### config.mk
export PLATFORM = sky130hd
export DESIGN_NAME = multichannel_pwm_generator
export DESIGN_NICKNAME = d
export VERILOG_FILES = /design/src/rtl/mpwm_pkg.sv /design/src/rtl/mpwm_front.sv /design/src/rtl/mpwm_fifo.sv /design/src/rtl/mpwm_div.sv /design/src/rtl/mpwm_back.sv /design/src/rtl/multichannel_pwm_generator.sv
export SDC_FILE = /design/constraint.sdc
export NUM_CORES = 2
export LEC_CHECK = 0
export BUFFER_PORTS_ARGS = -buffer_cell sky130_fd_sc_hd__buf_2
export CORE_ASPECT_RATIO = 1.1
export CORE_MARGIN = 2
export CORE_UTILIZATION = 25
export CTS_BUF_LIST = sky130_fd_sc_hd__clkbuf_8 sky130_fd_sc_hd__clkbuf_16
export CTS_CLUSTER_DIAMETER = 50
export DETAILED_ROUTE_END_ITERATION = 6
export GPL_ROUTABILITY_DRIVEN = 1
export SYNTH_ARGS = -nofsm -noshare
export SYNTH_HDL_FRONTEND = slang
export SYNTH_HIERARCHICAL = 1
export SYNTH_SLANG_ARGS = --single-unit
export TNS_END_PERCENT = 5
### constraint.sdc
create_clock -name clk_i -period 8.2 [get_ports clk_i]
set_input_delay 1.64 -clock clk_i [delete_from_list [all_inputs] [get_ports clk_i]]
set_output_delay 1.64 -clock clk_i [all_outputs]
set_load 0.01 [all_outputs]
### src/rtl/mpwm_pkg.sv
package mpwm_pkg;

  // Default configuration of the block.
  localparam int unsigned NumChannels = 10;
  localparam int unsigned CountWidth  = 32;
  localparam int unsigned QueueDepth  = 4;

  // Fixed field widths of the channels and registers.
  localparam int unsigned ActW      = 2;
  localparam int unsigned PinW      = 6;
  localparam int unsigned ValueW    = 32;
  localparam int unsigned PwmW      = 10;
  localparam int unsigned CountOutW = 32;
  localparam int unsigned ChanW     = 4;
  localparam int unsigned ResW      = 16;
  localparam int unsigned TicksW    = 8;
  localparam int unsigned CfgIdxW   = 2;
  localparam int unsigned CfgDataW  = 32;

  // Reset values and limits of the registers.
  localparam logic [CfgDataW-1:0] LimitReset = 32'd1999;
  localparam logic [ResW-1:0]     ResReset   = 16'd100;
  localparam logic [ResW-1:0]     ResMin     = 16'd100;
  localparam logic [TicksW-1:0]   TicksReset = 8'd150;

  // Channel code that marks "no channel written".
  localparam logic [ChanW-1:0] NoChannel = 4'd10;

  // Input action codes.
  typedef enum logic [ActW-1:0] {
    ACT_TICK = 2'd0,
    ACT_DUTY = 2'd1,
    ACT_USEC = 2'd2
  } action_e;

  // Configuration register indexes.
  typedef enum logic [CfgIdxW-1:0] {
    CFG_PERIOD_LIMIT = 2'd0,
    CFG_DUTY_RES     = 2'd1,
    CFG_TICKS_PER_US = 2'd2
  } cfg_idx_e;

  // Classified command kinds handed from the front to the back.
  typedef enum logic [1:0] {
    K_TICK,
    K_DUTY,
    K_USEC,
    K_NOP
  } kind_e;

  typedef struct packed {
    logic [ActW-1:0]   action;
    logic [PinW-1:0]   pin_code;
    logic [ValueW-1:0] write_value;
  } pwm_in_t;

  typedef struct packed {
    logic [PwmW-1:0]      pwm_out;
    logic [CountOutW-1:0] count_now;
    logic [ChanW-1:0]     channel_hit;
  } pwm_out_t;

  typedef struct packed {
    kind_e             kind;
    logic [ChanW-1:0]  chan;
    logic [ValueW-1:0] value;
  } cmd_t;

  typedef struct packed {
    logic full;
    logic empty;
  } qstat_t;

  // Fixed pin-to-channel table; pins not listed map to no channel.
  function automatic logic [ChanW-1:0] map_pin(input logic [PinW-1:0] code);
    logic [ChanW-1:0] ch;
    case (code)
      6'h02, 6'h11, 6'h24, 6'h37:        ch = 4'd0;
      6'h03, 6'h12, 6'h28, 6'h38:        ch = 4'd1;
      6'h0A, 6'h0F, 6'h13, 6'h29, 6'h39: ch = 4'd2;
      6'h16, 6'h1F, 6'h2A, 6'h3A:        ch = 4'd3;
      6'h17, 6'h23, 6'h31:               ch = 4'd4;
      6'h1A, 6'h32:                      ch = 4'd5;
      6'h1B, 6'h3F:                      ch = 4'd6;
      6'h1C, 6'h33:                      ch = 4'd7;
      6'h1D:                             ch = 4'd8;
      6'h1E:                             ch = 4'd9;
      default:                           ch = NoChannel;
    endcase
    return ch;
  endfunction

endpackage

### src/rtl/mpwm_front.sv
module mpwm_front import mpwm_pkg::*; #(
  parameter int unsigned NUM_CHANNELS = NumChannels
) (
  input  logic    clk_i,
  input  logic    rst_ni,
  input  logic    in_valid_i,
  output logic    in_stall_o,
  input  pwm_in_t in_data_i,
  input  qstat_t  q_stat_i,
  output logic    push_o,
  output cmd_t    cmd_o
);

  logic [ChanW-1:0] chan;
  logic             mapped;
  logic             busy_q;

  // Pin lookup; channels beyond the instantiated count are treated as unmapped.
  assign chan   = map_pin(in_data_i.pin_code);
  assign mapped = (chan != NoChannel) && (32'(chan) < NUM_CHANNELS);

  // Classify the item so the back only sees work it must carry out.
  always_comb begin
    cmd_o.chan  = chan;
    cmd_o.value = in_data_i.write_value;
    case (in_data_i.action)
      ACT_TICK: cmd_o.kind = K_TICK;
      ACT_DUTY: cmd_o.kind = mapped ? K_DUTY : K_NOP;
      ACT_USEC: cmd_o.kind = mapped ? K_USEC : K_NOP;
      default:  cmd_o.kind = K_NOP;
    endcase
  end

  // Hold off new transfers while the queue is full or coming out of reset.
  assign in_stall_o = q_stat_i.full || !busy_q;
  assign push_o     = in_valid_i && !in_stall_o;

  always_ff @(posedge clk_i or negedge rst_ni) begin
    if (!rst_ni) begin
      busy_q <= 1'b0;
    end else begin
      busy_q <= 1'b1;
    end
  end

endmodule

### src/rtl/mpwm_fifo.sv
module mpwm_fifo import mpwm_pkg::*; #(
  parameter int unsigned DEPTH = QueueDepth
) (
  input  logic   clk_i,
  input  logic   rst_ni,
  input  logic   push_i,
  input  cmd_t   data_i,
  input  logic   pop_i,
  output cmd_t   data_o,
  output qstat_t stat_o
);

  localparam int unsigned PtrW = (DEPTH > 1) ? $clog2(DEPTH) : 1;
  localparam int unsigned CntW = $clog2(DEPTH + 1);

  cmd_t            mem_q [DEPTH];
  logic [PtrW-1:0] wr_q;
  logic [PtrW-1:0] rd_q;
  logic [CntW-1:0] cnt_q;

  assign stat_o.full  = (cnt_q == CntW'(DEPTH));
  assign stat_o.empty = (cnt_q == '0);
  assign data_o       = mem_q[rd_q];

  // Entry storage.
  always_ff @(posedge clk_i) begin
    if (push_i) begin
      mem_q[wr_q] <= data_i;
    end
  end

  // Pointers and fill count.
  always_ff @(posedge clk_i or negedge rst_ni) begin
    if (!rst_ni) begin
      wr_q  <= '0;
      rd_q  <= '0;
      cnt_q <= '0;
    end else begin
      if (push_i) begin
        wr_q <= (wr_q == PtrW'(DEPTH - 1)) ? '0 : wr_q + 1'b1;
      end
      if (pop_i) begin
        rd_q <= (rd_q == PtrW'(DEPTH - 1)) ? '0 : rd_q + 1'b1;
      end
      if (push_i && !pop_i) begin
        cnt_q <= cnt_q + 1'b1;
      end else if (!push_i && pop_i) begin
        cnt_q <= cnt_q - 1'b1;
      end
    end
  end

endmodule

### src/rtl/mpwm_div.sv
module mpwm_div import mpwm_pkg::*; #(
  parameter int unsigned DIVIDEND_W = CountWidth + ValueW,
  parameter int unsigned DIVISOR_W  = ResW
) (
  input  logic                  clk_i,
  input  logic                  rst_ni,
  input  logic                  start_i,
  input  logic [DIVIDEND_W-1:0] dividend_i,
  input  logic [DIVISOR_W-1:0]  divisor_i,
  output logic                  done_o,
  output logic [DIVIDEND_W-1:0] quotient_o
);

  localparam int unsigned CntW = $clog2(DIVIDEND_W);

  logic                  busy_q;
  logic                  done_q;
  logic [CntW-1:0]       cnt_q;
  logic [DIVISOR_W-1:0]  rem_q;
  logic [DIVIDEND_W-1:0] quo_q;
  logic [DIVISOR_W:0]    shifted;
  logic                  fits;

  // One restoring step: bring down the next dividend bit and try the divisor.
  assign shifted = {rem_q, quo_q[DIVIDEND_W-1]};
  assign fits    = (shifted >= {1'b0, divisor_i});

  assign done_o     = done_q;
  assign quotient_o = quo_q;

  always_ff @(posedge clk_i or negedge rst_ni) begin
    if (!rst_ni) begin
      busy_q <= 1'b0;
      done_q <= 1'b0;
      cnt_q  <= '0;
      rem_q  <= '0;
      quo_q  <= '0;
    end else begin
      done_q <= 1'b0;
      if (start_i) begin
        busy_q <= 1'b1;
        cnt_q  <= CntW'(DIVIDEND_W - 1);
        rem_q  <= '0;
        quo_q  <= dividend_i;
      end else if (busy_q) begin
        rem_q <= fits ? DIVISOR_W'(shifted - {1'b0, divisor_i})
                      : shifted[DIVISOR_W-1:0];
        quo_q <= {quo_q[DIVIDEND_W-2:0], fits};
        cnt_q <= cnt_q - 1'b1;
        if (cnt_q == '0) begin
          busy_q <= 1'b0;
          done_q <= 1'b1;
        end
      end
    end
  end

endmodule

### src/rtl/mpwm_back.sv
module mpwm_back import mpwm_pkg::*; #(
  parameter int unsigned NUM_CHANNELS = NumChannels,
  parameter int unsigned COUNT_WIDTH  = CountWidth
) (
  input  logic                    clk_i,
  input  logic                    rst_ni,
  input  logic                    cfg_we_i,
  input  logic [CfgIdxW-1:0]      cfg_idx_i,
  input  logic [CfgDataW-1:0]     cfg_wdata_i,
  input  logic                    q_valid_i,
  output logic                    q_pop_o,
  input  cmd_t                    q_data_i,
  output logic                    out_valid_o,
  input  logic                    out_stall_i,
  output pwm_out_t                out_data_o,
  output logic [NUM_CHANNELS-1:0] chan_en_o
);

  localparam int unsigned ProdW = COUNT_WIDTH + ValueW;
  localparam int unsigned LvW   = (NUM_CHANNELS > PwmW) ? NUM_CHANNELS : PwmW;

  typedef enum logic [1:0] {
    ST_IDLE,
    ST_MUL,
    ST_DIV,
    ST_FIN
  } state_e;

  state_e                  state_q;
  logic [COUNT_WIDTH-1:0]  limit_q;
  logic [ResW-1:0]         res_q;
  logic [TicksW-1:0]       ticks_q;
  logic [COUNT_WIDTH-1:0]  count_q;
  logic [COUNT_WIDTH-1:0]  count_d;
  logic [COUNT_WIDTH-1:0]  active_q [NUM_CHANNELS];
  logic [COUNT_WIDTH-1:0]  shadow_q [NUM_CHANNELS];
  logic [NUM_CHANNELS-1:0] en_q;
  logic [NUM_CHANNELS-1:0] levels_q;
  logic [NUM_CHANNELS-1:0] levels_d;
  logic [NUM_CHANNELS-1:0] clr;
  logic [NUM_CHANNELS-1:0] set;
  logic                    wrap_evt;
  kind_e                   kind_q;
  logic [ChanW-1:0]        chan_q;
  logic [ValueW-1:0]       value_q;
  logic [COUNT_WIDTH-1:0]  mul_a;
  logic [ProdW-1:0]        prod_d;
  logic [ProdW-1:0]        prod_q;
  logic                    div_start;
  logic                    div_done;
  logic [ProdW-1:0]        quotient;
  logic [COUNT_WIDTH-1:0]  cmp_d;
  logic                    out_valid_q;
  pwm_out_t                out_data_q;
  logic                    out_free;
  logic [LvW-1:0]          lv_tick;
  logic [LvW-1:0]          lv_hold;

  assign out_valid_o = out_valid_q;
  assign out_data_o  = out_data_q;
  assign chan_en_o   = en_q;
  assign out_free    = !out_valid_q || !out_stall_i;

  // Next counter value and per-channel set/clear events of a tick.
  always_comb begin
    count_d  = (count_q == limit_q) ? '0 : count_q + 1'b1;
    wrap_evt = (count_d == limit_q);
    for (int c = 0; c < NUM_CHANNELS; c++) begin
      clr[c] = en_q[c] && (active_q[c] == count_d);
    end
    set      = wrap_evt ? en_q : '0;
    levels_d = (levels_q | (set & ~clr)) & ~(clr & ~set);
    lv_tick  = LvW'(levels_d);
    lv_hold  = LvW'(levels_q);
  end

  // Shared multiplier: period times duty, or ticks per microsecond times width.
  assign mul_a     = (kind_q == K_DUTY) ? limit_q : COUNT_WIDTH'(ticks_q);
  assign prod_d    = mul_a * value_q;
  assign div_start = (state_q == ST_MUL) && (kind_q == K_DUTY);

  mpwm_div #(
    .DIVIDEND_W(ProdW),
    .DIVISOR_W (ResW)
  ) u_div (
    .clk_i     (clk_i),
    .rst_ni    (rst_ni),
    .start_i   (div_start),
    .dividend_i(prod_d),
    .divisor_i (res_q),
    .done_o    (div_done),
    .quotient_o(quotient)
  );

  // Saturated compare value of a finished write.
  always_comb begin
    if (kind_q == K_DUTY) begin
      cmp_d = (quotient > ProdW'(limit_q)) ? limit_q : quotient[COUNT_WIDTH-1:0];
    end else begin
      cmp_d = (|prod_q[ProdW-1:COUNT_WIDTH]) ? '1 : prod_q[COUNT_WIDTH-1:0];
    end
  end

  // Take a command when idle; a command that makes a result at once needs room.
  assign q_pop_o = (state_q == ST_IDLE) && q_valid_i &&
                   (out_free || q_data_i.kind == K_DUTY || q_data_i.kind == K_USEC);

  // Sequencer, timer state and the output register.
  always_ff @(posedge clk_i or negedge rst_ni) begin
    if (!rst_ni) begin
      state_q     <= ST_IDLE;
      limit_q     <= COUNT_WIDTH'(LimitReset);
      res_q       <= ResReset;
      ticks_q     <= TicksReset;
      count_q     <= '0;
      en_q        <= '0;
      levels_q    <= '0;
      out_valid_q <= 1'b0;
      for (int c = 0; c < NUM_CHANNELS; c++) begin
        active_q[c] <= '0;
        shadow_q[c] <= '0;
      end
    end else begin
      if (out_valid_q && !out_stall_i) begin
        out_valid_q <= 1'b0;
      end

      // Register writes are to arrive only while the block is idle; the block itself does not enforce it.
      if (cfg_we_i) begin
        case (cfg_idx_i)
          CFG_PERIOD_LIMIT: limit_q <= cfg_wdata_i[COUNT_WIDTH-1:0];
          CFG_DUTY_RES: begin
            if (cfg_wdata_i[ResW-1:0] >= ResMin) begin
              res_q <= cfg_wdata_i[ResW-1:0];
            end
          end
          CFG_TICKS_PER_US: ticks_q <= cfg_wdata_i[TicksW-1:0];
          default: ;
        endcase
      end

      case (state_q)
        ST_IDLE: begin
          if (q_pop_o) begin
            kind_q  <= q_data_i.kind;
            chan_q  <= q_data_i.chan;
            value_q <= q_data_i.value;
            case (q_data_i.kind)
              K_TICK: begin
                count_q  <= count_d;
                levels_q <= levels_d;
                if (wrap_evt) begin
                  for (int c = 0; c < NUM_CHANNELS; c++) begin
                    active_q[c] <= shadow_q[c];
                  end
                end
                out_valid_q            <= 1'b1;
                out_data_q.pwm_out     <= lv_tick[PwmW-1:0];
                out_data_q.count_now   <= CountOutW'(count_d);
                out_data_q.channel_hit <= NoChannel;
              end
              K_DUTY, K_USEC: begin
                state_q <= ST_MUL;
              end
              default: begin
                out_valid_q            <= 1'b1;
                out_data_q.pwm_out     <= lv_hold[PwmW-1:0];
                out_data_q.count_now   <= CountOutW'(count_q);
                out_data_q.channel_hit <= NoChannel;
              end
            endcase
          end
        end
        ST_MUL: begin
          prod_q  <= prod_d;
          state_q <= (kind_q == K_DUTY) ? ST_DIV : ST_FIN;
        end
        ST_DIV: begin
          if (div_done) begin
            state_q <= ST_FIN;
          end
        end
        ST_FIN: begin
          if (out_free) begin
            for (int c = 0; c < NUM_CHANNELS; c++) begin
              if (chan_q == ChanW'(c)) begin
                shadow_q[c] <= cmp_d;
                en_q[c]     <= 1'b1;
              end
            end
            out_valid_q            <= 1'b1;
            out_data_q.pwm_out     <= lv_hold[PwmW-1:0];
            out_data_q.count_now   <= CountOutW'(count_q);
            out_data_q.channel_hit <= chan_q;
            state_q                <= ST_IDLE;
          end
        end
        default: state_q <= ST_IDLE;
      endcase
    end
  end

endmodule

### src/rtl/multichannel_pwm_generator.sv
// Edge-aligned PWM generator with up to ten channels and shadowed compare values.
// Each tick transfer advances one shared counter that wraps after the period limit;
// at the limit all enabled outputs go high and the compare values load from their
// shadows, and an output goes low when the counter meets its compare value. Ticks
// sustain one transfer per clock while no result is stalled; an input transfer is
// written into the command queue and its result into the output register. A
// microsecond write goes through its take, multiply, and saturate-and-store steps
// in the execution stage. A duty write also passes through the bit-serial divider
// that produces period*duty/resolution one quotient bit per cycle. A four-entry
// command queue lets up to four more transfers arrive while a division is in
// progress. A stalled result holds the execution stage until it is taken. Every
// transfer yields exactly one result transfer, in order.
module multichannel_pwm_generator import mpwm_pkg::*; #(
  parameter int unsigned NUM_CHANNELS = NumChannels,
  parameter int unsigned COUNT_WIDTH  = CountWidth
) (
  input  logic                clk_i,
  input  logic                rst_ni,
  input  logic                cfg_we_i,
  input  logic [CfgIdxW-1:0]  cfg_idx_i,
  input  logic [CfgDataW-1:0] cfg_wdata_i,
  input  logic                in_valid_i,
  output logic                in_stall_o,
  input  pwm_in_t             in_data_i,
  output logic                out_valid_o,
  input  logic                out_stall_i,
  output pwm_out_t            out_data_o
);

  localparam int unsigned LvW = (NUM_CHANNELS > PwmW) ? NUM_CHANNELS : PwmW;

  qstat_t                  q_stat;
  logic                    q_push;
  logic                    q_pop;
  cmd_t                    q_wdata;
  cmd_t                    q_rdata;
  logic [NUM_CHANNELS-1:0] chan_en;
  logic [LvW-1:0]          en_wide;

  mpwm_front #(
    .NUM_CHANNELS(NUM_CHANNELS)
  ) u_front (
    .clk_i     (clk_i),
    .rst_ni    (rst_ni),
    .in_valid_i(in_valid_i),
    .in_stall_o(in_stall_o),
    .in_data_i (in_data_i),
    .q_stat_i  (q_stat),
    .push_o    (q_push),
    .cmd_o     (q_wdata)
  );

  mpwm_fifo #(
    .DEPTH(QueueDepth)
  ) u_fifo (
    .clk_i (clk_i),
    .rst_ni(rst_ni),
    .push_i(q_push),
    .data_i(q_wdata),
    .pop_i (q_pop),
    .data_o(q_rdata),
    .stat_o(q_stat)
  );

  mpwm_back #(
    .NUM_CHANNELS(NUM_CHANNELS),
    .COUNT_WIDTH (COUNT_WIDTH)
  ) u_back (
    .clk_i      (clk_i),
    .rst_ni     (rst_ni),
    .cfg_we_i   (cfg_we_i),
    .cfg_idx_i  (cfg_idx_i),
    .cfg_wdata_i(cfg_wdata_i),
    .q_valid_i  (!q_stat.empty),
    .q_pop_o    (q_pop),
    .q_data_i   (q_rdata),
    .out_valid_o(out_valid_o),
    .out_stall_i(out_stall_i),
    .out_data_o (out_data_o),
    .chan_en_o  (chan_en)
  );

  assign en_wide = LvW'(chan_en);

  // The result never names a channel beyond the "none" code.
  a_hit_range: assert property (@(posedge clk_i) disable iff (!rst_ni)
    out_valid_o |-> (out_data_o.channel_hit <= NoChannel))
    else $error("channel_hit out of range");

  // Only channels that have been written can drive a high level.
  a_levels_enabled: assert property (@(posedge clk_i) disable iff (!rst_ni)
    out_valid_o |-> ((out_data_o.pwm_out & ~en_wide[PwmW-1:0]) == '0))
    else $error("output high on a disabled channel");

  // The queue is never full and empty at once.
  a_queue_state: assert property (@(posedge clk_i) disable iff (!rst_ni)
    !(q_stat.full && q_stat.empty))
    else $error("queue full and empty together");

  // The back only takes a command that is present.
  a_pop_nonempty: assert property (@(posedge clk_i) disable iff (!rst_ni)
    q_pop |-> !q_stat.empty)
    else $error("pop from an empty queue");

endmodule

After elaboration in Yosys (flattened, before gate mapping) --
Memories as Yosys holds them, arrays and structs flattened. Index checks and enable logic that the tools add are counted.
Operators by class: add/subtract/negate cells 7, multipliers 1, divide/modulo/power cells 0, magnitude comparators 4, equality and inequality tests 40, shift operators 0, muxes and demuxes 43, bitwise gates (word level) 7, reductions and logical operators 60
Operator list (number):
- $eq A32 B32 Y1 | 12
- $pmux W46 S2 | 2
- $mux W32 | 5
- $mux W64 | 2
- $mux W46 | 2
- $gt A64 B32 Y1 | 1
- $mul A32 B32 Y64 | 1
- $mux W16 | 3
- $reduce_and A3 Y1 | 13
- $add A32 B1 Y32 const B | 1
- $reduce_or A32 Y1 | 1
- $and A10 B10 Y10 | 3
- $not A10 Y10 | 3
- $logic_and A1 B1 Y1 | 18
- $ge A17 B16 Y1 | 1
- $eq A4 B3 Y1 const B | 4
- $ge A16 B7 Y1 const B | 1
- $sub A16 B16 Y16 | 1
- $eq A2 B2 Y1 const B | 7
- $mux W1 | 14
- $mux W2 | 7
- $mux W6 | 2
- $eq A2 B1 Y1 const B | 5
- $mux W10 | 1
- other kinds (28) | 52
Word-level totals: register bits 995, bits in latches 0, memory bits (writable) 152, memory bits (read-only) 256, word-level logic and storage cells 217, memories 2
Memories:
- (no name shown) | words 64, bits a word 4, rd ports 1, clocked after Yosys merged registers in 0, wr ports 0, RTL line mpwm_pkg.sv:77 | case (code)
- u_fifo.mem_q | words 4, bits a word 38, rd ports 1, clocked after Yosys merged registers in 0, wr ports 1, RTL line mpwm_fifo.sv:16 | cmd_t mem_q [DEPTH];

Longest topological paths before layout --
depth after elaboration 11, gate-level depth with buffers 34, gate-level depth less buffers 31

Modules after synthesis --
The synthesis kept the hierarchy.
Modules (own cells, without submodules):
- mpwm_back | instances 1, cells each 7395, area each 76877.5 µm²
- mpwm_fifo | instances 1, cells each 236, area each 5945.7 µm²
- mpwm_div | instances 1, cells each 521, area each 5001.0 µm²
- mpwm_front | instances 1, cells each 104, area each 748.2 µm²
- multichannel_pwm_generator | instances 1, cells each 1, area each 3.8 µm²

Worst setup path before layout --
OpenSTA, ideal clock, no wires.
kind register to register, start point register u_back.kind_q[1], end point register u_back.u_div.quo_q[59], in the netlist u_back/u_div/quotient_o[59], library setup time 0.083 ns, arrival 8.404 ns, required time 8.117 ns, path slack -0.286 ns, cell stages (with the launch flop) 32, buffers on the path 5, period minus slack after synthesis 8.486 ns, path through edfxtp_1 > nand2b_1 > clkbuf_1 > clkbuf_1 > buf_1 > nor2_1 > clkbuf_1 > nand2_1 > fa_1 > fa_1 > fa_1 > fa_1 > inv_1 > fa_1 > fa_1 > fa_1 > inv_1 > fa_1 > inv_1 > ha_1 > clkbuf_1 > a211oi_1 > or3_1 > a311o_1 > o21ai_0 > a221oi_1 > a211o_1 > o21ba_2 > o31ai_1 > xor2_1 > nand2_1 > o21ai_0
On the way: cells in the longest elaborated chain, start to end 4
RTL lines:
- start: declaration | RTL line mpwm_back.sv:43 | kind_e kind_q;
- start signal: assignment | RTL line mpwm_back.sv:145 | kind_q <= q_data_i.kind;
- $eq A2 B1 Y1 | RTL line mpwm_back.sv:78 | assign mul_a = (kind_q == K_DUTY) ? limit_q : COUNT_WIDTH'(ticks_q);
- $mux W32 | RTL line mpwm_back.sv:78
- $mul A32 B32 Y64 | RTL line mpwm_back.sv:79 | assign prod_d = mul_a * value_q;
- via u_back.prod_d[59] | RTL line mpwm_back.sv:47 | logic [ProdW-1:0] prod_d;
- $mux W64 | RTL line mpwm_div.sv:40 | if (start_i) begin
- end signal: assignment | RTL line mpwm_div.sv:44 | quo_q <= dividend_i;
- end signal: assignment | RTL line mpwm_div.sv:48 | quo_q <= {quo_q[DIVIDEND_W-2:0], fits};
- end: declaration | RTL line mpwm_div.sv:20 | logic [DIVIDEND_W-1:0] quo_q;
The timed path passes the listed nets, and every way through them passes these cells. A chain may end at the register's enable or synchronous reset.

Final worst setup path --
start point register u_back.kind_q[1], end point register u_back.prod_q[59] (data pin)
On the way: cells in the longest elaborated chain, start to end 3
RTL lines:
- $eq A2 B1 Y1 | RTL line mpwm_back.sv:78
- $mux W32 | RTL line mpwm_back.sv:78
- $mul A32 B32 Y64 | RTL line mpwm_back.sv:79
- via u_back.prod_d[59] | RTL line mpwm_back.sv:47
- end signal: assignment | RTL line mpwm_back.sv:175 | prod_q <= prod_d;
- end: declaration | RTL line mpwm_back.sv:48 | logic [ProdW-1:0] prod_q;
The timed path passes the listed nets, and every way through them passes these cells.

==> results.toml <==
[timing]
hold_viol_final = 0
slew_headroom_pct = 11.9
tightest_slew_ns = 1.32
drv_slew = 0
setup_viol = 7
setup_slack_ns = -0.127
rsz0062_at_grt = "yes"
max_freq_ghz = 0.120
fin_worst_skew_ns = 0.106
fin_crit_sh_pct = 102
fin_crit_ns = 8.33

[clock_network]
clkLatencyLatePin_ns = 0.82
ctsRootBufferMaster = "clkbuf_16"
cts_buffers = 138
cts_tree = "yes"
htreeDepth = 4
clk_pin_slew_worst_paths_ns = 0.06
cts_sinks = 1147
clockBufferDepth = 4

[cells_and_area]
area_delta_synth_final_pct = 16.0
final_common_cell = "nand2_1"
multi_input_area_mm2 = 0.0525
nFillCells = 36600
register_area_mm2 = 0.0302
fin_util_pct = 29.1
layout-drive-gt1-share_pct = 17.1
fin_nets = 9848
post-route-cell-area_mm2 = 0.103
layout_common_cells = "nand2_1 (1073), inv_1 (959), fa_1 (890)"

[die]
die_area_mm2 = 0.359
die_w_um = 572
rows = 229
io_pins = 127
die_height_um = 628
core_mm2 = 0.353
start_util_pct = 25.1

[place]
hpwl_mm = 224
portBuffers = 126
gp_routability_congestion = 0.957
post_dp_cell_area_mm2 = 0.0977

[synth]
yosys.area.top_type = "dfrtp_1"
synth_top_flop_cell = "dfrtp_1"
synth_area_leaders = "dfrtp_1 (23%), fa_1 (20%), edfxtp_1 (10%), mux2_4 (4.8%), ha_1 (4.7%)"
synth_fp_nets = 9568
ys_ff_latch = 1147
yosysWarnings = 6
synthDistinctLibCells = 102
synth_top_area_share_pct = 23.5
synth_edf_count = 300
ys_async_sr_fraction_pct = 73.8
avgSynthCellArea_um2 = 10.7
ys_seq_area_share_pct = 34.1
syn_inst = 8257
syn_area_mm2 = 0.0886

[worst_setup_path]
critPathArrivalTime_ns = 8.88
crit_type = "reg -> reg"
critPathCaptureType = "flip-flop"
worstPathMaxFanout = 20
crit_required_ns = 8.75
cpMostUsedCell = "fa_1"
rrSetupSlack_ns = -0.13
start_kind = "flip-flop"
cp_slowest_stage_delay_ns = 0.58
crit_slowest_cell = "fa_1"

[flow_run]
drv_cap = 0

[route]
viasPerCell = 4.86
dr_total_vias = 65000
wl_per_cell_um = 22.5
wirelength_mm = 301
drc = 3
ant_nets = 0
drtIter0Drc = 6053
drt-pass1-iter-count = 7

[status]
status = "complete, but fails checks"
failed_checks = "DRC, setup timing"

[grt]
grt.overflow.total = 0
grt_pass1_wl_mm = 448
grt_max_degree = 148
grt_use_total_pct = 16.6
grt_pass1_vias = 66200
antenna_found_initial = 14

[min_path]
hp-class = "reg -> reg"
-- final timing paths --
kind / start / to / depth (start not counted)
worst max register to register: u_back/kind_q[1] / u_back/prod_q[59] / 28
worst max-delay path: u_back/kind_q[1] / u_back/prod_q[59] / 28
max in group asynchronous: rst_ni / u_back/u_div/quotient_o[10] / 4
min in group asynchronous: rst_ni / u_back/active_q[225] / 1
worst min register to register: u_back/shadow_q[255] / u_back/active_q[255] / 1
worst min-delay path: u_back/shadow_q[255] / u_back/active_q[255] / 1
-- logic make-up after synthesis --
family	Yosys count	share of synthesized area [%]
XOR/XNOR	365	3.81
flip-flops	1147	34.1
other	1	0.00423
adder cells (fa/ha/maj)	1232	25.0
AO/OA/AOI/OAI	1194	9.24
buffers and inverters	1521	7.38
multiplexers	469	7.55
AND/OR/NAND/NOR	2328	12.9
-- per-layer routing --
| metal | global-route usage, % | share of wire [%] | up-vias |
|---|---|---|---|
| li1 | - | - | 28300 |
| met1 | 21.7 | 41 | 33200 |
| met2 | 25.8 | 45 | 2725 |
| met3 | 3.63 | 8.3 | 705 |
| met4 | 7.99 | 5.7 | 18 |
| met5 | 0 | 0.036 | - |
-- what timing repair did --
item	4_1_cts	5_1_grt
resized for setup	41	54
pin swaps	20	28
cloned	2	2
endpoints found under the setup margin	53	53
buffers inserted	15	7
hold buffers	0	0
-- through the flow --
stage          TNS [ns]  hold WS (ns)  setup WS, ns  std cells
3_5_place_dp     -17.52         0.460        -0.808      13100
2_1_floorplan  -0.00638         0.443      -0.00638       8257
6_report         -0.358         0.468        -0.127      13400
4_1_cts          -0.392         0.466        -0.110      13400
3_3_place_gp     -14.56         0.454        -0.760      13100
5_1_grt           -7.53         0.492        -0.454      13400
-- state kept, by name, summed over array words and instances, names as in the netlist, 8 cells and up --
register,count
u_fifo/mem_q,152
u_back/out_data_o,46
u_back/shadow_q,320
u_back/count_q,32
u_back/u_div/rem_q,16
u_back/prod_q,64
u_back/res_q,16
u_back/levels_q,10
u_back/ticks_q,8
u_back/limit_q,32
u_back/u_div/quotient_o,64
u_back/value_q,32
u_back/active_q,320
u_back/chan_en_o,10
-- layout make-up --
type	count	area share, %
multi-input cells	5590	51.1
well taps	4735	5.77
repair buffers	729	6.10
clock inverters	87	0.675
inverters	931	3.40
clock buffers	150	3.57
flip-flops and latches	1147	29.4
diodes	5	0.0122
-- worst max-delay path: cells and delay by family (launching register included) --
| kind | cells | cell delay [ns] |
|---|---|---|
| compound gates | 6 | 1.35 |
| xor+xnor | 1 | 0.12 |
| fa+ha+maj | 9 | 4.37 |
| buf+inv | 7 | 0.81 |
| flops | 1 | 0.44 |
| simple gates | 5 | 0.96 |
-- cell usage after synthesis (12+ instances only) --
cell / n
a21o_1: 64
nor3_1: 47
nand3_1: 64
nand4_1: 63
a21boi_0: 15
a32oi_1: 13
nor4_1: 80
o21bai_1: 16
xor2_1: 151
nor2_1: 195
o21ai_0: 263
o31ai_1: 329
o32ai_1: 16
buf_12: 37
nor4b_1: 20
ha_1: 334
dfrtp_1: 831
o2111ai_1: 16
fa_1: 898
dfstp_2: 16
mux2_2: 51
buf_1: 19
a21oi_1: 165
buf_2: 19
and3_1: 456
nand2b_1: 41
clkbuf_1: 469
and4_1: 13
nand2_1: 1083
mux2i_1: 82
mux4_2: 39
xnor2_1: 201
nor3b_1: 12
buf_4: 40
a211oi_1: 57
edfxtp_1: 300
inv_1: 931
mux2_4: 286
a31oi_1: 32
o22ai_1: 25
o211a_1: 34
nor2b_1: 25
and2_1: 171
or3_1: 15
Power is not shown: default switching activity piles up to over one toggle a cycle in this logic, so the estimate is an artifact.
